## src/rtl/mrd_pkg.sv

```systemverilog
package mrd_pkg;

    // Parser phases, one-hot.
    typedef enum logic [8:0] {
        PH_ADDR    = 9'b0_0000_0001,
        PH_FUNC    = 9'b0_0000_0010,
        PH_RAH     = 9'b0_0000_0100,
        PH_RAL     = 9'b0_0000_1000,
        PH_RVH     = 9'b0_0001_0000,
        PH_RVL     = 9'b0_0010_0000,
        PH_CRCL    = 9'b0_0100_0000,
        PH_CRCH    = 9'b0_1000_0000,
        PH_PAYLOAD = 9'b1_0000_0000
    } phase_t;

    // Event kinds on the result channel.
    localparam logic EVT_BYTE  = 1'b0;
    localparam logic EVT_FRAME = 1'b1;

    localparam logic [7:0]  BROADCAST_ADDR = 8'hFF;
    localparam logic [7:0]  STATION_RESET  = 8'h01;
    localparam logic [15:0] CRC_INIT       = 16'hFFFF;
    localparam logic [15:0] CRC_POLY       = 16'hA001;
    localparam logic [8:0]  INDEX_MAX      = 9'd511;
    localparam logic [7:0]  SEEN_MAX       = 8'hFF;

    // Contents of one result word.
    typedef struct packed {
        logic        event_kind;
        logic [7:0]  byte_value;
        logic [8:0]  byte_index;
        logic [7:0]  frame_address;
        logic [7:0]  function_code;
        logic [15:0] register_address;
        logic [15:0] register_value;
        logic [7:0]  payload_count;
        logic        has_payload;
        logic        crc_ok;
    } result_t;

endpackage

```

## src/rtl/mrd_byte_if.sv

```systemverilog
interface mrd_byte_if;
    logic       valid;
    logic       ready;
    logic [7:0] rx_byte;
    logic       burst_start;

    modport source (output valid, output rx_byte, output burst_start, input ready);
    modport sink (input valid, input rx_byte, input burst_start, output ready);
endinterface

```

## src/rtl/mrd_event_if.sv

```systemverilog
interface mrd_event_if;
    logic        valid;
    logic        ready;
    logic        event_kind;
    logic [7:0]  byte_value;
    logic [8:0]  byte_index;
    logic [7:0]  frame_address;
    logic [7:0]  function_code;
    logic [15:0] register_address;
    logic [15:0] register_value;
    logic [7:0]  payload_count;
    logic        has_payload;
    logic        crc_ok;

    modport source (
        output valid, input ready,
        output event_kind, output byte_value, output byte_index,
        output frame_address, output function_code,
        output register_address, output register_value,
        output payload_count, output has_payload, output crc_ok
    );
    modport sink (
        input valid, output ready,
        input event_kind, input byte_value, input byte_index,
        input frame_address, input function_code,
        input register_address, input register_value,
        input payload_count, input has_payload, input crc_ok
    );
endinterface

```

## src/rtl/mrd_crc16_byte.sv

```systemverilog
module mrd_crc16_byte
    import mrd_pkg::*;
(
    input  logic [15:0] crc_in,
    input  logic [7:0]  data,
    output logic [15:0] crc_out
);

    // Reflected CRC16 over one byte: eight shift-and-conditional-xor steps.
    always_comb
    begin
        logic [15:0] acc;
        acc = crc_in ^ {8'h00, data};
        for (int k = 0; k < 8; k++)
        begin
            if (acc[0])
            begin
                acc = (acc >> 1) ^ CRC_POLY;
            end
            else
            begin
                acc = acc >> 1;
            end
        end
        crc_out = acc;
    end

endmodule

```

## src/rtl/modbus_rtu_request_deframer.sv

```systemverilog
// Modbus RTU request deframer.
// The rx channel takes one received byte per word, with burst_start set when an
// idle gap on the line came before it; that byte restarts the frame parser.
// The evt channel gives one word per stored frame byte (event_kind 0, with its
// value and saturating index) and one summary word after the CRC high byte
// (event_kind 1, with header fields, byte count and the CRC check). Skipped
// bytes and the CRC low byte give no word.
// A byte's word is registered and shows in the cycle after the byte is accepted.
// Throughput is one byte per cycle while the receiver takes each word; the path
// that sets it is the unrolled eight-step CRC update feeding the running CRC register.
// cfg_wr_en and cfg_wr_data write the own station address (reset value 1);
// write it only while the block is idle.
// Reset clears the parser to wait for an address and empties the result
// register. When the receiver stalls, the result register holds its word and
// rx.ready drops, so no byte is lost while the result waits.
module modbus_rtu_request_deframer
    import mrd_pkg::*;
(
    input  logic        clk,
    input  logic        rst_n,
    input  logic        cfg_wr_en,
    input  logic [7:0]  cfg_wr_data,
    mrd_byte_if.sink    rx,
    mrd_event_if.source evt
);

    logic [7:0]  station_reg;
    phase_t      phase_reg, phase_next;
    logic [15:0] crc_reg, crc_next;
    logic [7:0]  haddr_reg, haddr_next;
    logic [7:0]  hfunc_reg, hfunc_next;
    logic [15:0] hra_reg, hra_next;
    logic [15:0] hrv_reg, hrv_next;
    logic [7:0]  hcount_reg, hcount_next;
    logic [7:0]  seen_reg, seen_next;
    logic [8:0]  len_reg, len_next;
    logic [7:0]  crcl_reg, crcl_next;
    logic        pflag_reg, pflag_next;

    logic        out_valid_reg, out_valid_next;
    result_t     res_reg, res_next;

    logic        rx_fire;
    logic        restart;
    phase_t      cur_phase;
    logic [15:0] cur_crc;
    logic [7:0]  cur_haddr;
    logic [7:0]  cur_hfunc;
    logic [15:0] cur_hra;
    logic [15:0] cur_hrv;
    logic [7:0]  cur_hcount;
    logic [7:0]  cur_seen;
    logic [8:0]  cur_len;
    logic [7:0]  cur_crcl;
    logic        cur_pflag;
    logic [7:0]  seen_inc;
    logic [15:0] crc_upd;
    logic        emit_store;
    logic        emit_frame;
    logic        crc_match;

    assign rx.ready = !out_valid_reg || evt.ready;
    assign rx_fire  = rx.valid && rx.ready;

    // Configuration register.
    always_ff @(posedge clk or negedge rst_n)
    begin
        if (!rst_n)
        begin
            station_reg <= STATION_RESET;
        end
        else if (cfg_wr_en)
        begin
            station_reg <= cfg_wr_data;
        end
    end

    // A burst start or an unused phase code starts the byte from a clean frame.
    assign restart    = rx.burst_start || !(phase_reg inside {PH_ADDR, PH_FUNC, PH_RAH,
                        PH_RAL, PH_RVH, PH_RVL, PH_CRCL, PH_CRCH, PH_PAYLOAD});
    assign cur_phase  = restart ? PH_ADDR  : phase_reg;
    assign cur_crc    = restart ? CRC_INIT : crc_reg;
    assign cur_haddr  = restart ? 8'd0     : haddr_reg;
    assign cur_hfunc  = restart ? 8'd0     : hfunc_reg;
    assign cur_hra    = restart ? 16'd0    : hra_reg;
    assign cur_hrv    = restart ? 16'd0    : hrv_reg;
    assign cur_hcount = restart ? 8'd0     : hcount_reg;
    assign cur_seen   = restart ? 8'd0     : seen_reg;
    assign cur_len    = restart ? 9'd0     : len_reg;
    assign cur_crcl   = restart ? 8'd0     : crcl_reg;
    assign cur_pflag  = restart ? 1'b0     : pflag_reg;

    assign seen_inc  = (cur_seen < SEEN_MAX) ? cur_seen + 8'd1 : cur_seen;
    assign crc_match = ({rx.rx_byte, cur_crcl} == cur_crc);

    mrd_crc16_byte u_crc (
        .crc_in  (cur_crc),
        .data    (rx.rx_byte),
        .crc_out (crc_upd)
    );

    // Frame parser: next state and the result word for this byte.
    always_comb
    begin
        phase_next  = cur_phase;
        crc_next    = cur_crc;
        haddr_next  = cur_haddr;
        hfunc_next  = cur_hfunc;
        hra_next    = cur_hra;
        hrv_next    = cur_hrv;
        hcount_next = cur_hcount;
        seen_next   = cur_seen;
        len_next    = cur_len;
        crcl_next   = cur_crcl;
        pflag_next  = cur_pflag;
        emit_store  = 1'b0;
        emit_frame  = 1'b0;

        case (cur_phase)
            PH_FUNC:
            begin
                hfunc_next = rx.rx_byte;
                phase_next = PH_RAH;
                emit_store = 1'b1;
            end
            PH_RAH:
            begin
                hra_next   = {rx.rx_byte, cur_hra[7:0]};
                phase_next = PH_RAL;
                emit_store = 1'b1;
            end
            PH_RAL:
            begin
                hra_next   = {cur_hra[15:8], rx.rx_byte};
                phase_next = PH_RVH;
                emit_store = 1'b1;
            end
            PH_RVH:
            begin
                hrv_next   = {rx.rx_byte, cur_hrv[7:0]};
                phase_next = PH_RVL;
                emit_store = 1'b1;
            end
            PH_RVL:
            begin
                hrv_next   = {cur_hrv[15:8], rx.rx_byte};
                phase_next = PH_CRCL;
                emit_store = 1'b1;
            end
            PH_CRCL:
            begin
                // A byte equal to twice the register value is a byte count.
                if ({9'd0, rx.rx_byte} == {cur_hrv, 1'b0})
                begin
                    if (!cur_pflag)
                    begin
                        hcount_next = rx.rx_byte;
                        pflag_next  = 1'b1;
                    end
                    seen_next  = 8'd0;
                    phase_next = PH_PAYLOAD;
                    emit_store = 1'b1;
                end
                else
                begin
                    crcl_next  = rx.rx_byte;
                    phase_next = PH_CRCH;
                end
            end
            PH_PAYLOAD:
            begin
                seen_next = seen_inc;
                if (seen_inc >= cur_hcount)
                begin
                    phase_next = PH_CRCL;
                end
                emit_store = 1'b1;
            end
            PH_CRCH:
            begin
                emit_frame  = 1'b1;
                phase_next  = PH_ADDR;
                crc_next    = CRC_INIT;
                haddr_next  = 8'd0;
                hfunc_next  = 8'd0;
                hra_next    = 16'd0;
                hrv_next    = 16'd0;
                hcount_next = 8'd0;
                seen_next   = 8'd0;
                len_next    = 9'd0;
                crcl_next   = 8'd0;
                pflag_next  = 1'b0;
            end
            default:
            begin
                // Waiting for our own address or the broadcast address.
                if (rx.rx_byte == station_reg || rx.rx_byte == BROADCAST_ADDR)
                begin
                    haddr_next = rx.rx_byte;
                    phase_next = PH_FUNC;
                    emit_store = 1'b1;
                end
            end
        endcase

        // Every stored byte runs through the CRC and advances the index, which saturates at INDEX_MAX.
        if (emit_store)
        begin
            crc_next = crc_upd;
            if (cur_len < INDEX_MAX)
            begin
                len_next = cur_len + 9'd1;
            end
        end

        res_next = '0;
        if (emit_frame)
        begin
            res_next.event_kind       = EVT_FRAME;
            res_next.frame_address    = cur_haddr;
            res_next.function_code    = cur_hfunc;
            res_next.register_address = cur_hra;
            res_next.register_value   = cur_hrv;
            res_next.payload_count    = cur_pflag ? cur_hcount : 8'd0;
            res_next.has_payload      = cur_pflag;
            res_next.crc_ok           = crc_match;
        end
        else
        begin
            res_next.event_kind = EVT_BYTE;
            res_next.byte_value = rx.rx_byte;
            res_next.byte_index = cur_len;
        end
    end

    // Parser state.
    always_ff @(posedge clk or negedge rst_n)
    begin
        if (!rst_n)
        begin
            phase_reg  <= PH_ADDR;
            crc_reg    <= CRC_INIT;
            haddr_reg  <= 8'd0;
            hfunc_reg  <= 8'd0;
            hra_reg    <= 16'd0;
            hrv_reg    <= 16'd0;
            hcount_reg <= 8'd0;
            seen_reg   <= 8'd0;
            len_reg    <= 9'd0;
            crcl_reg   <= 8'd0;
            pflag_reg  <= 1'b0;
        end
        else if (rx_fire)
        begin
            phase_reg  <= phase_next;
            crc_reg    <= crc_next;
            haddr_reg  <= haddr_next;
            hfunc_reg  <= hfunc_next;
            hra_reg    <= hra_next;
            hrv_reg    <= hrv_next;
            hcount_reg <= hcount_next;
            seen_reg   <= seen_next;
            len_reg    <= len_next;
            crcl_reg   <= crcl_next;
            pflag_reg  <= pflag_next;
        end
    end

    // Result register valid: set by a byte that gives a word, cleared when taken.
    always_comb
    begin
        if (rx_fire && (emit_store || emit_frame))
        begin
            out_valid_next = 1'b1;
        end
        else if (evt.ready)
        begin
            out_valid_next = 1'b0;
        end
        else
        begin
            out_valid_next = out_valid_reg;
        end
    end

    always_ff @(posedge clk or negedge rst_n)
    begin
        if (!rst_n)
        begin
            out_valid_reg <= 1'b0;
        end
        else
        begin
            out_valid_reg <= out_valid_next;
        end
    end

    // Result payload, loaded only with a new word.
    always_ff @(posedge clk)
    begin
        if (rx_fire && (emit_store || emit_frame))
        begin
            res_reg <= res_next;
        end
    end

    assign evt.valid            = out_valid_reg;
    assign evt.event_kind       = res_reg.event_kind;
    assign evt.byte_value       = res_reg.byte_value;
    assign evt.byte_index       = res_reg.byte_index;
    assign evt.frame_address    = res_reg.frame_address;
    assign evt.function_code    = res_reg.function_code;
    assign evt.register_address = res_reg.register_address;
    assign evt.register_value   = res_reg.register_value;
    assign evt.payload_count    = res_reg.payload_count;
    assign evt.has_payload      = res_reg.has_payload;
    assign evt.crc_ok           = res_reg.crc_ok;

endmodule

```

## src/flat_wrapper.sv

```systemverilog
// flat-port wrapper written by rule: the top's interface ports become plain ports
module modbus_rtu_request_deframer_flat import mrd_pkg::*;
  (clk, rst_n, cfg_wr_en, cfg_wr_data, rx_valid, rx_rx_byte, rx_burst_start, rx_ready, evt_valid, evt_ready, evt_event_kind, evt_byte_value, evt_byte_index, evt_frame_address, evt_function_code, evt_register_address, evt_register_value, evt_payload_count, evt_has_payload, evt_crc_ok);
  mrd_byte_if rx_i ();
  mrd_event_if evt_i ();
  input  logic clk;
  input  logic rst_n;
  input  logic cfg_wr_en;
  input  logic [7:0] cfg_wr_data;
  input wire logic [$bits(rx_i.valid)-1:0] rx_valid;
  input wire logic [$bits(rx_i.rx_byte)-1:0] rx_rx_byte;
  input wire logic [$bits(rx_i.burst_start)-1:0] rx_burst_start;
  output wire logic [$bits(rx_i.ready)-1:0] rx_ready;
  output wire logic [$bits(evt_i.valid)-1:0] evt_valid;
  input wire logic [$bits(evt_i.ready)-1:0] evt_ready;
  output wire logic [$bits(evt_i.event_kind)-1:0] evt_event_kind;
  output wire logic [$bits(evt_i.byte_value)-1:0] evt_byte_value;
  output wire logic [$bits(evt_i.byte_index)-1:0] evt_byte_index;
  output wire logic [$bits(evt_i.frame_address)-1:0] evt_frame_address;
  output wire logic [$bits(evt_i.function_code)-1:0] evt_function_code;
  output wire logic [$bits(evt_i.register_address)-1:0] evt_register_address;
  output wire logic [$bits(evt_i.register_value)-1:0] evt_register_value;
  output wire logic [$bits(evt_i.payload_count)-1:0] evt_payload_count;
  output wire logic [$bits(evt_i.has_payload)-1:0] evt_has_payload;
  output wire logic [$bits(evt_i.crc_ok)-1:0] evt_crc_ok;
  assign rx_i.valid = rx_valid;
  assign rx_i.rx_byte = rx_rx_byte;
  assign rx_i.burst_start = rx_burst_start;
  assign rx_ready = rx_i.ready;
  assign evt_valid = evt_i.valid;
  assign evt_i.ready = evt_ready;
  assign evt_event_kind = evt_i.event_kind;
  assign evt_byte_value = evt_i.byte_value;
  assign evt_byte_index = evt_i.byte_index;
  assign evt_frame_address = evt_i.frame_address;
  assign evt_function_code = evt_i.function_code;
  assign evt_register_address = evt_i.register_address;
  assign evt_register_value = evt_i.register_value;
  assign evt_payload_count = evt_i.payload_count;
  assign evt_has_payload = evt_i.has_payload;
  assign evt_crc_ok = evt_i.crc_ok;
  modbus_rtu_request_deframer u_core (.clk(clk), .rst_n(rst_n), .cfg_wr_en(cfg_wr_en), .cfg_wr_data(cfg_wr_data), .rx(rx_i), .evt(evt_i));
endmodule
```

## config.mk

```make
export PLATFORM = sky130hd
export DESIGN_NAME = modbus_rtu_request_deframer_flat
export DESIGN_NICKNAME = d
export VERILOG_FILES = /design/src/rtl/mrd_pkg.sv /design/src/rtl/mrd_byte_if.sv /design/src/rtl/mrd_event_if.sv /design/src/rtl/mrd_crc16_byte.sv /design/src/rtl/modbus_rtu_request_deframer.sv /design/src/flat_wrapper.sv
export SDC_FILE = /design/constraint.sdc
export NUM_CORES = 1
export LEC_CHECK = 0
export BUFFER_PORTS_ARGS = -buffer_cell sky130_fd_sc_hd__buf_4
export CORE_AREA = 2 2 128 130
export DETAILED_ROUTE_END_ITERATION = 7
export DIE_AREA = 0 0 130 132
export GPL_TIMING_DRIVEN = 0
export PLACE_DENSITY = 0.8
export SLEW_MARGIN = 25
export SYNTH_ARGS = -nofsm -noshare
export SYNTH_HDL_FRONTEND = slang
export SYNTH_HIERARCHICAL = 1
export SYNTH_SLANG_ARGS = --single-unit
```

## constraint.sdc

```tcl
create_clock -name clk -period 13.6 [get_ports clk]
set_input_delay 1.36 -clock clk [delete_from_list [all_inputs] [get_ports clk]]
set_output_delay 1.36 -clock clk [all_outputs]
set_load 0.02 [all_outputs]
```

Word-level counts from Yosys, hierarchy flattened
Cells that the tools add are included.
{"block": "op_classes", "n_addsub": 2, "n_mul": 0, "div": 0, "n_lt_le_gt_ge": 3, "eq_ne": 21, "shift": 0, "muxes": 50, "n_bitwise": 9, "reduce_logical": 13}
{"cell": "$mux W16", "n": 13}
{"cell": "$pmux W16 S3", "n": 2}
{"cell": "$mux W8", "n": 11}
{"cell": "$mux W9", "n": 8}
{"cell": "$pmux W9 S8", "n": 1}
{"cell": "$pmux W8 S2", "n": 4}
{"cell": "$not A2 Y3", "n": 8}
{"cell": "$pmux W8 S3", "n": 1}
{"cell": "$eq A9 B2 Y1 const B", "n": 2}
{"cell": "$eq A9 B3 Y1 const B", "n": 2}
{"cell": "$eq A9 B4 Y1 const B", "n": 2}
{"cell": "$eq A9 B5 Y1 const B", "n": 2}
{"cell": "$eq A9 B6 Y1 const B", "n": 2}
{"cell": "$eq A9 B7 Y1 const B", "n": 2}
{"cell": "$eq A9 B8 Y1 const B", "n": 2}
{"cell": "$eq A9 B9 Y1 const B", "n": 2}
{"cell": "$eq A8 B17 Y1", "n": 1}
{"cell": "$eq A16 B16 Y1", "n": 1}
{"cell": "$xor A16 B8 Y16", "n": 1}
{"cell": "$add A9 B1 Y9 const B", "n": 1}
{"cell": "$eq A9 B1 Y1 const B", "n": 1}
{"cell": "$lt A9 B9 Y1 const B", "n": 1}
{"cell": "$reduce_bool A9 Y1", "n": 1}
{"cell": "$add A8 B1 Y8 const B", "n": 1}
{"cell": "14 further kinds", "n": 26}
{"block": "totals", "reg_bits": 192, "latchBits": 0, "ramBits": 0, "mem_bits_ro": 0, "in_bits": 22, "out_inout_bits": 78, "memories": 0}

Depth between registers and ports, before layout
Gate-level depths: netlist of run 1.
{"block": "depth", "depth_word": 23, "mapped_depth": 21}

Hierarchy
The synthesis of run 1 kept the hierarchy.
{"mod": "modbus_rtu_request_deframer", "n_inst": 1, "cells_per_inst": 764, "area_each_um2": 8991.1}
{"mod": "mrd_crc16_byte", "n_inst": 1, "cells_per_inst": 29, "area_each_um2": 284.0}

Worst setup path after synthesis of run 1
No wires, ideal clock.
{"block": "synth_timing", "path_kind": "in2reg", "startpoint": "input rx_rx_byte[2]", "endpoint": "register u_core.res_reg, in the netlist u_core/evt.byte_index[0] (enable)", "setup_time_ps": 535, "t_arrival_ps": 6540, "t_required_ps": 13065, "slack_ps": 6525, "cell_stages": 6, "n_path_buf": 1, "path_cell_list": "or4_1 -> nor4_1 -> o21ai_2 -> o31a_1 -> buf_2 -> a21oi_1"}
{"block": "synth_via", "elab_chain_cells": 6, "elab_cells_between_ends": 9, "classes_between": "eq/ne (3); mux (3); reduce/logical (3)"}
{"element": "start: declaration", "line": "flat_wrapper.sv:11", "rtl": "input wire logic [$bits(rx_i.rx_byte)-1:0] rx_rx_byte;"}
{"element": "$eq A8 B8 Y1", "line": "modbus_rtu_request_deframer.sv:197", "rtl": "if (rx.rx_byte == station_reg || rx.rx_byte == BROADCAST_ADDR)"}
{"element": "$logic_or A1 B1 Y1", "line": "modbus_rtu_request_deframer.sv:197"}
{"element": "$mux W1", "line": "modbus_rtu_request_deframer.sv:197"}
{"element": "$pmux W1 S3 (*)", "line": "modbus_rtu_request_deframer.sv:119", "rtl": "case (cur_phase)"}
{"element": "$logic_or A1 B1 Y1 (*)", "line": "modbus_rtu_request_deframer.sv:301", "rtl": "if (rx_fire && (emit_store || emit_frame))"}
{"element": "$logic_and A1 B1 Y1 (*)", "line": "modbus_rtu_request_deframer.sv:301"}
{"element": "end signal: assignment", "line": "modbus_rtu_request_deframer.sv:303", "rtl": "res_reg <= res_next;"}
{"element": "end: declaration", "line": "modbus_rtu_request_deframer.sv:41", "rtl": "result_t res_reg, res_next;"}
Mark *: on every way between the ends. The rest lies on a longest branch, timed or not.
A chain may end at the register's enable or synchronous reset.

Worst setup path after layout of run 1
{"block": "layout_timing", "startpoint": "input rx_burst_start", "endpoint": "register u_core.phase_reg[8]"}
{"block": "layout_via", "elab_chain_cells": 7, "elab_cells_between_ends": 22, "classes_between": "add/sub (1); order compare (2); eq/ne (9); mux (9); reduce/logical (1)"}
{"element": "start: declaration", "line": "flat_wrapper.sv:12", "rtl": "input wire logic [$bits(rx_i.burst_start)-1:0] rx_burst_start;"}
{"element": "$logic_or A1 B1 Y1 (*)", "line": "modbus_rtu_request_deframer.sv:79", "rtl": "assign restart = rx.burst_start || !(phase_reg inside {PH_ADDR, PH_FUNC, PH_RAH,"}
{"element": "$mux W8", "line": "modbus_rtu_request_deframer.sv:88", "rtl": "assign cur_seen = restart ? 8'd0 : seen_reg;"}
{"element": "$add A8 B1 Y8 / $lt A8 B8 Y1 (equally long branches)", "line": "modbus_rtu_request_deframer.sv:93", "rtl": "assign seen_inc = (cur_seen < SEEN_MAX) ? cur_seen + 8'd1 : cur_seen;"}
{"element": "$mux W8", "line": "modbus_rtu_request_deframer.sv:93"}
{"element": "$ge A8 B8 Y1", "line": "modbus_rtu_request_deframer.sv:173", "rtl": "if (seen_inc >= cur_hcount)"}
{"element": "$mux W9", "line": "modbus_rtu_request_deframer.sv:173"}
{"element": "$pmux W9 S8 (*)", "line": "modbus_rtu_request_deframer.sv:119"}
{"element": "end signal: assignment", "line": "modbus_rtu_request_deframer.sv:255", "rtl": "phase_reg <= phase_next;"}
{"element": "end: declaration", "line": "modbus_rtu_request_deframer.sv:28", "rtl": "phase_t phase_reg, phase_next;"}
Marked as above.

==> summary by stage, run 1 <==
Detailed routing
The mean number of vias per cell is 6.06. The detailed router placed around 6900 vias in this run. The DRC violations left is 0. The final layout contains routed wiring with a total length of 22000 µm. In this run the remaining antenna-violating nets after routing total 0.

The number of detailed-route iterations in the first pass is 5. After the first detailed-routing iteration, the DRC count stood at 663. The routed length per instance is 19.3 µm.

Yosys
The most used flip-flop cell after synthesis is sky130_fd_sc_hd__dfrtp_1. The synthesized cell area is 9280 µm². A synthesized cell averages 11.7 µm².

Sorting the synthesized cells by area gives the leading types as sky130_fd_sc_hd__dfrtp_1 26%, sky130_fd_sc_hd__edfxtp_1 25%, sky130_fd_sc_hd__dfstp_2 5.1%. The largest area contributor in the netlist is sky130_fd_sc_hd__dfrtp_1. Yosys printed 6 warnings. The post-synthesis cell count is around 790. The async set or reset register ratio after synthesis is 0.604. The number of different library cells used by synthesis comes to 75. The register bit total from synthesis is 192. The commonest cells after synthesis are 98 x sky130_fd_sc_hd__dfrtp_1, 76 x sky130_fd_sc_hd__edfxtp_1, 71 x sky130_fd_sc_hd__and2_1. Of the post-synthesis cell area, the dominant cell type holds 0.264. The number of nets produced by synthesis is 825.

Of the synthesized area, sequential elements account for 0.561. Counting flops with a built-in enable in the synthesized netlist gives 76. Yosys instantiated no cell more often than sky130_fd_sc_hd__dfrtp_1.

CTS
In this run, post-CTS hold repair placed 0 buffers. After clock tree synthesis, the setup repair step added 0 buffers. The clock tree buffer depth is 2. The insertion delay of the later-clocked pin in the worst-skew pair is 0.44 ns. The number of H-tree levels is 4.

After clock tree synthesis, the clock-pin slew on the worst setup and hold paths is roughly 0.070 ns. The clock drives 192 sinks. The count of instances resized after the clock tree is built is 0.

TritonCTS built the clock tree. The total CTS buffers is 17. The cell sitting at the root of the clock tree is a sky130_fd_sc_hd__clkbuf_16.

Timing
The maximum frequency from static timing analysis is 171 MHz. The actual slew at the worst max-slew pin is 0.948 ns. The number of hold violations in the final report came to 0. Setup violations remaining at the end of the flow were counted as 0.

Of the available clock period, the critical path in the final layout requires 0.431. The number of pins with negative max-slew slack in the final report is 0. The shortest clock period the worst path allows after layout is 5.86 ns. Setup repair after global routing left no endpoint under its margin. The setup clock skew after layout is 0.00948 ns. For the final routed database, the setup TNS stands at 0 ns.

The relative slew slack is 0.368.

Setup path
Tracing the worst setup path back leads to its startpoint at rx_burst_start. The largest fanout on the critical path is 10. By startpoint and endpoint, the worst setup path is classified as in -> reg. The critical register-to-register path startpoint is u_core/phase_reg[5]. The sort of element at the start of the critical path is an input port.

The type of element capturing the critical path is a register. The required time of the worst setup path is 13.93 ns. The number of cells traversed by the worst register-to-register path is 19. The worst flop-to-flop path endpoint is u_core/phase_reg[8]. At the worst endpoint, the arrival time is 6.20 ns. The register-to-register path setup slack is 7.78 ns. The endpoint of the most critical setup path is u_core/phase_reg[8].

Global route
For this run the aggregate overflow at the end of global routing stands at 0. The maximum number of pins on one net before global-route repair is 62. The initial antenna violation count was 0. The aggregate global-route resource usage is 0.267.

The number of global-route vias before repair is 6611. The global-route wire length before repair is 35300 µm.

Layout
The number of antenna diodes in the final layout is 0. The share of final-layout standard cells stronger than drive strength 1 is 0.213. Summing all multi-input logic gate instances after layout gives ~3800 µm². The number of nets at the end of the flow is approximately 950. The count of cells in the finished layout, fillers not included, comes to about 1100. The final standard cell area without fillers is 11000 µm². The final-layout fill cell count is roughly 1100. From synthesis to final layout, the design area changed by 18.5%.

The area occupied by registers is ~5200 µm².

Placement
The post-placement cell count is 1111. Routability-driven placement finished with a final weighted congestion of 0.934. The post-place instance area is 10400 µm². The quantity of I/O buffers inserted on ports is 98. The placed wire-length estimate after detailed placement is between 10000 and 15000 µm.

Flow run
The count of maximum capacitance violations is 0.

Die
For this configuration, the core starts out at a cell density of 0.590. The floorplan has 46 rows. The overall die width is ~130 µm. Measured along the y axis, the die boundary spans between 100 and 150 µm.

The die covers 17200 µm². The I/O pin total is 100. The floorplan core area is 15700 µm².

Hold path
The class of the most critical hold timing path is reg -> reg.

Power
In this run the power density over the cells is 109 nW/µm². The worst ir drop on vdd is 0.0933 mV. The reported leakage power is ~4.6 nW.

Status
The flow ran to the end, and the final reports show no timing, DRC or antenna violations.
==> critical path, stage by stage <==
cell                        delay [ns]
sky130_fd_sc_hd__buf_4            0.12
sky130_fd_sc_hd__or3_4            0.41
sky130_fd_sc_hd__or2_4            0.30
sky130_fd_sc_hd__nand2_1          0.34
sky130_fd_sc_hd__clkbuf_1         0.49
sky130_fd_sc_hd__and2_1           0.25
sky130_fd_sc_hd__ha_1             0.22
sky130_fd_sc_hd__and3_1           0.23
sky130_fd_sc_hd__o2111ai_1        0.38
sky130_fd_sc_hd__xnor2_1          0.35
sky130_fd_sc_hd__ha_1             0.26
sky130_fd_sc_hd__nand2b_1         0.14
sky130_fd_sc_hd__a21o_1           0.17
sky130_fd_sc_hd__a21oi_1          0.14
sky130_fd_sc_hd__o21ai_0          0.12
sky130_fd_sc_hd__o41a_1           0.39
sky130_fd_sc_hd__nor2_1           0.21
sky130_fd_sc_hd__nor2b_1          0.09
sky130_fd_sc_hd__o41ai_2          0.19
==> through the flow <==
step	worst slack [ns]	hold WS (ns)	total power, mW	util
3_3_place_gp	4.62	0.470	0.704	0.654
6_report	7.74	0.495	1.20	0.700
4_1_cts	7.83	0.496	1.20	0.700
5_1_grt	7.56	0.511	1.23	0.700
3_5_place_dp	7.43	0.480	0.706	0.662
2_1_floorplan	6.52	0.448	0.671	-
==> how the worst min path moves through the flow <==
stage                                   start                  end  cells past startpoint
after floorplan             u_core/len_reg[8]    u_core/len_reg[8]                      1
after global placement      u_core/len_reg[8]    u_core/len_reg[8]                      1
after detailed placement   u_core/hra_reg[10]   u_core/hra_reg[10]                      1
after CTS                  u_core/hra_reg[10]   u_core/hra_reg[10]                      1
after global routing        u_core/hra_reg[9]    u_core/hra_reg[9]                      1
final                     u_core/hfunc_reg[5]  u_core/hfunc_reg[5]                      1
==> area by class of cell <==
type	count	share of cell area
plain buffers	55	0.0224
flip-flops and latches	192	0.474
clock inverters	13	0.0140
clock buffers	19	0.0394
well taps	216	0.0246
inverters	10	0.00341
repair buffers	102	0.0773
multi-input cells	536	0.345
==> kinds of logic after synthesis <==
logic type	share of synthesized area
compound gates	0.164
xor+xnor	0.0625
fa+ha+maj	0.0135
buf+inv	0.0306
flops	0.561
mux	0.0109
simple gates	0.157
==> placed cells by master, fill, tap and decap left out, types with 16 or more instances in the layout <==
| master | instances |
|---|---|
| sky130_fd_sc_hd__nand2_1 | 50 |
| sky130_fd_sc_hd__edfxtp_1 | 76 |
| sky130_fd_sc_hd__and3_1 | 16 |
| sky130_fd_sc_hd__clkbuf_1 | 37 |
| sky130_fd_sc_hd__xnor2_1 | 29 |
| sky130_fd_sc_hd__nand2b_1 | 21 |
| sky130_fd_sc_hd__clkbuf_16 | 17 |
| sky130_fd_sc_hd__a22o_1 | 46 |
| sky130_fd_sc_hd__o21ai_0 | 31 |
| sky130_fd_sc_hd__and2_1 | 71 |
| sky130_fd_sc_hd__dfstp_2 | 18 |
| sky130_fd_sc_hd__nor2_1 | 31 |
| sky130_fd_sc_hd__dfrtp_1 | 98 |
| sky130_fd_sc_hd__nand3_1 | 17 |
| sky130_fd_sc_hd__buf_4 | 102 |
| sky130_fd_sc_hd__o22a_1 | 16 |
| sky130_fd_sc_hd__a22oi_1 | 17 |
| sky130_fd_sc_hd__xor2_1 | 29 |
==> report_power, final <==
part           internal (mW)  switching [mW]  total, mW  leakage, nW
clock                  0.275           0.224      0.499        0.284
combinational         0.0306          0.0576     0.0882         2.05
sequential             0.605         0.00333      0.608         2.25
==> per-layer routing <==
layer,GRT usage,part of all wire,routed length [µm],vias to the layer above
li1,-,-,-,3171
met1,0.373,0.43,9420,3395
met2,0.407,0.48,10500,305
met3,0.0479,0.063,1380,54
met4,0.130,0.034,754,0
met5,0,0,0,-
Note: power is estimated with default switching activity, not from simulation.
==> run 2, diff against run 1 <==
--- a/config.mk
+++ b/config.mk
@@ -6,11 +6,11 @@
 export NUM_CORES = 1
 export LEC_CHECK = 0
 export BUFFER_PORTS_ARGS = -buffer_cell sky130_fd_sc_hd__buf_4
-export CORE_AREA = 2 2 128 130
+export CORE_AREA = 2 2 129 131
 export DETAILED_ROUTE_END_ITERATION = 7
-export DIE_AREA = 0 0 130 132
+export DIE_AREA = 0 0 131 133
 export GPL_TIMING_DRIVEN = 0
-export PLACE_DENSITY = 0.8
+export PLACE_DENSITY = 0.79
 export SLEW_MARGIN = 25
 export SYNTH_ARGS = -nofsm -noshare
 export SYNTH_HDL_FRONTEND = slang
==> constraint.sdc (replaced) <==
create_clock -name clk -period 5.8 [get_ports clk]
set_input_delay 0.58 -clock clk [delete_from_list [all_inputs] [get_ports clk]]
set_output_delay 0.58 -clock clk [all_outputs]
set_load 0.02 [all_outputs]
==> summary by stage, run 2 (synthesis gave the netlist of run 1 again) <==
Power
Of the total power, registers draw 0.506. The switching power is 0.677 mW. Of the total power, combinational logic draws 0.073. Dividing total power by cell area gives a power density of 256 nW/µm². The post-layout total power is 2.82 mW.

Summed over all cells, the static leakage comes to 4.59 nW. The worst ir drop on vdd is approximately 0.2 mV. The proportion of power drawn by the clock network is 0.420. The internal portion of the total power is approximately 2.1 mW. The fraction of power spent switching nets is 0.240.

Timing
The number of pins with negative max-slew slack in the final report is 0. The worst path in the final design needs a cycle of 5.46 ns, including I/O delays and setup. Based on the critical path, the design can be clocked at up to 183 MHz. Setup repair after global routing left no endpoint under its margin.

Headroom to the max-slew limit came out at 0.335. The number of hold violations in the final report is 0. The post-route clock period utilization is 0.941. Setup violations remaining at the end of the flow were counted as 0. The setup clock skew after layout is about 0.009 ns. The actual slew at the worst max-slew pin is 0.997 ns. The sum of negative setup slack is 0 ns. The smallest setup slack after layout is 0.341 ns.

Global route
Summed over all layers, the global routing overflow is 0. The number of global-route vias before repair came to roughly 6700. The maximum number of pins on one net before global-route repair is between 60 and 70. The aggregate global-route resource usage is 0.261. The initial antenna violation count was 0. The first global-routing pass estimated 34700 µm of wire.

Placement
Routability-driven placement finished with a final weighted congestion of 0.947. The placed wire-length estimate after detailed placement is 14900 µm. During placement, the flow inserted port buffers numbering 98. Before CTS, the worst setup slack after placement is between 0.1 and 0.15 ns.

Die
The I/O pin total is 100. The floorplan core area is 16200 µm². The overall die width is 131 µm. The area of the die is 17400 µm².

The row count is 47. Measured along the y axis, the die boundary spans approximately 130 µm. The initial standard-cell utilization of the core is 0.574.

CTS
Counting every sink on the clock net gives 192. TritonCTS built the clock tree. The later pin in the worst-skew pair is clocked with a latency of 0.44 ns.

The clock tree buffer depth is 2. Clock tree synthesis inserted a total of 17 buffers. The cell at the root of the clock tree is sky130_fd_sc_hd__clkbuf_16. The H-tree was split into 4 levels. The clock-pin slew reported for the worst setup and hold paths after clock tree synthesis is 0.07 ns. The number of hold buffers added after CTS was 0.

Layout
The number of diodes is 0. The final core area utilization is 0.681. The area growth from synthesis to final layout is 18.7%.

The share of final-layout standard cells stronger than drive strength 1 is 0.216. The library cell used most frequently in the layout, excluding fill and tap cells, is sky130_fd_sc_hd__buf_4. In the final design database the tool counted 946 nets. In the layout the commonest cells are 102 x sky130_fd_sc_hd__buf_4, 98 x sky130_fd_sc_hd__dfrtp_1, 76 x sky130_fd_sc_hd__edfxtp_1.

Setup path
The largest fanout on the critical path is 10. In this run the register-to-register setup slack is approximately 0.34 ns. The sort of element at the start of the critical path is a register. The endpoint identified for the worst register-to-register timing path is u_core/phase_reg[4]. The number of cells traversed by the worst register-to-register path is 19. For the worst setup path, the data arrival time is 5.82 ns.

The critical register-to-register path startpoint is u_core/phase_reg[5]. STA puts the critical path data required time at 6.16 ns. The type of element capturing the critical path is a register. The worst setup path is of the reg -> reg kind.

Detailed routing
The routed length per instance is 19.2 µm. The DRC violations left is 0. Once detail routing completed, the nets flagged for antenna violations numbered 0. The mean number of vias per cell is 5.95. The pre-antenna-repair detailed-routing pass consisted of 6 iterations. Detailed routing inserted a total of just under 7000 vias. The first-iteration detailed-routing DRC count is approximately 630.

The overall routed net length is 22000 µm.

Status
The flow ran to the end, and the final reports show no timing, DRC or antenna violations.

Flow run
The count of maximum capacitance violations is 0.

Hold path
The class of the most critical hold timing path is in -> async.
run 2: changes by cell type in the layout (fill, tap and decap cells not counted):
cell	before	now
sky130_fd_sc_hd__nand2_1	50	49
sky130_fd_sc_hd__inv_6	2	5
sky130_fd_sc_hd__clkinvlp_4	2	1
sky130_fd_sc_hd__nand2_2	0	1
sky130_fd_sc_hd__clkinv_2	2	1
sky130_fd_sc_hd__clkbuf_1	37	35
sky130_fd_sc_hd__clkbuf_2	1	2
run 2: what timing repair did:
action | 4_1_cts | 5_1_grt
setup buffers | 0 | 0
setup endpoints to repair | 0 | 3
resized for setup | 0 | 3
run 2: worst max-delay path, cell delays in order, from the launching register on:
cell and delay (ns):
sky130_fd_sc_hd__dfrtp_1 0.46, sky130_fd_sc_hd__or4_4 0.56, sky130_fd_sc_hd__or3_4 0.40, sky130_fd_sc_hd__or2_4 0.31
sky130_fd_sc_hd__nand2_2 0.23, sky130_fd_sc_hd__clkbuf_2 0.31, sky130_fd_sc_hd__and2_1 0.22, sky130_fd_sc_hd__ha_1 0.23
sky130_fd_sc_hd__and3_1 0.22, sky130_fd_sc_hd__o2111ai_1 0.37, sky130_fd_sc_hd__xnor2_1 0.39, sky130_fd_sc_hd__ha_1 0.28
sky130_fd_sc_hd__nand2b_1 0.14, sky130_fd_sc_hd__a21o_1 0.17, sky130_fd_sc_hd__a21oi_1 0.13, sky130_fd_sc_hd__o21ai_0 0.10
sky130_fd_sc_hd__o41a_1 0.37, sky130_fd_sc_hd__nor2_1 0.17, sky130_fd_sc_hd__o31ai_1 0.10, sky130_fd_sc_hd__a21oi_1 0.21
run 2: cell type report:
cell class | count | area, µm²
flip-flops and latches | 192 | 5210
fillers | 1168 | 5160
multi-input cells | 536 | 3800
repair buffers | 102 | 850
clock buffers | 18 | 429
well taps | 220 | 275
plain buffers | 55 | 248
clock inverters | 14 | 168
inverters | 10 | 37.5
run 2: through the flow:
stage | instance area (µm²) | instances | hold WS (ns)
2_1_floorplan | 9280 | 793 | 0.284
3_3_place_gp | 10300 | 1111 | 0.467
3_5_place_dp | 10400 | 1115 | 0.474
4_1_cts | 11000 | 1147 | 0.120
5_1_grt | 11000 | 1147 | 0.150
6_report | 11000 | 1147 | 0.109
run 2: power groups by stage:
stage / logic (mW) / clock network [mW] / registers [mW]
after floorplan: 0.119 / 0 / 1.46
after detailed placement: 0.204 / 0 / 1.45
after global placement: 0.197 / 0 / 1.45
final: 0.207 / 1.18 / 1.43
after CTS: 0.206 / 1.20 / 1.43
after global routing: 0.224 / 1.24 / 1.43
run 2: routing by layer:
layer | vias up | GRT usage | part of all wire
li1 | 3171 | - | -
met2 | 261 | 0.428 | 0.49
met5 | - | 0 | 0
met4 | 0 | 0.124 | 0.032
met1 | 3348 | 0.337 | 0.42
met3 | 43 | 0.0425 | 0.053
run 2: worst max-delay path by stage:
stage / start / to / depth (start not counted)
after floorplan: u_core/phase_reg[5] / u_core/evt.byte_index[0] / 8
after global placement: u_core/phase_reg[2] / u_core/evt.byte_value[3] / 8
after detailed placement: u_core/phase_reg[5] / u_core/phase_reg[4] / 19
after CTS: u_core/phase_reg[5] / u_core/phase_reg[4] / 19
after global routing: u_core/phase_reg[5] / u_core/phase_reg[4] / 19
final: u_core/phase_reg[5] / u_core/phase_reg[4] / 19
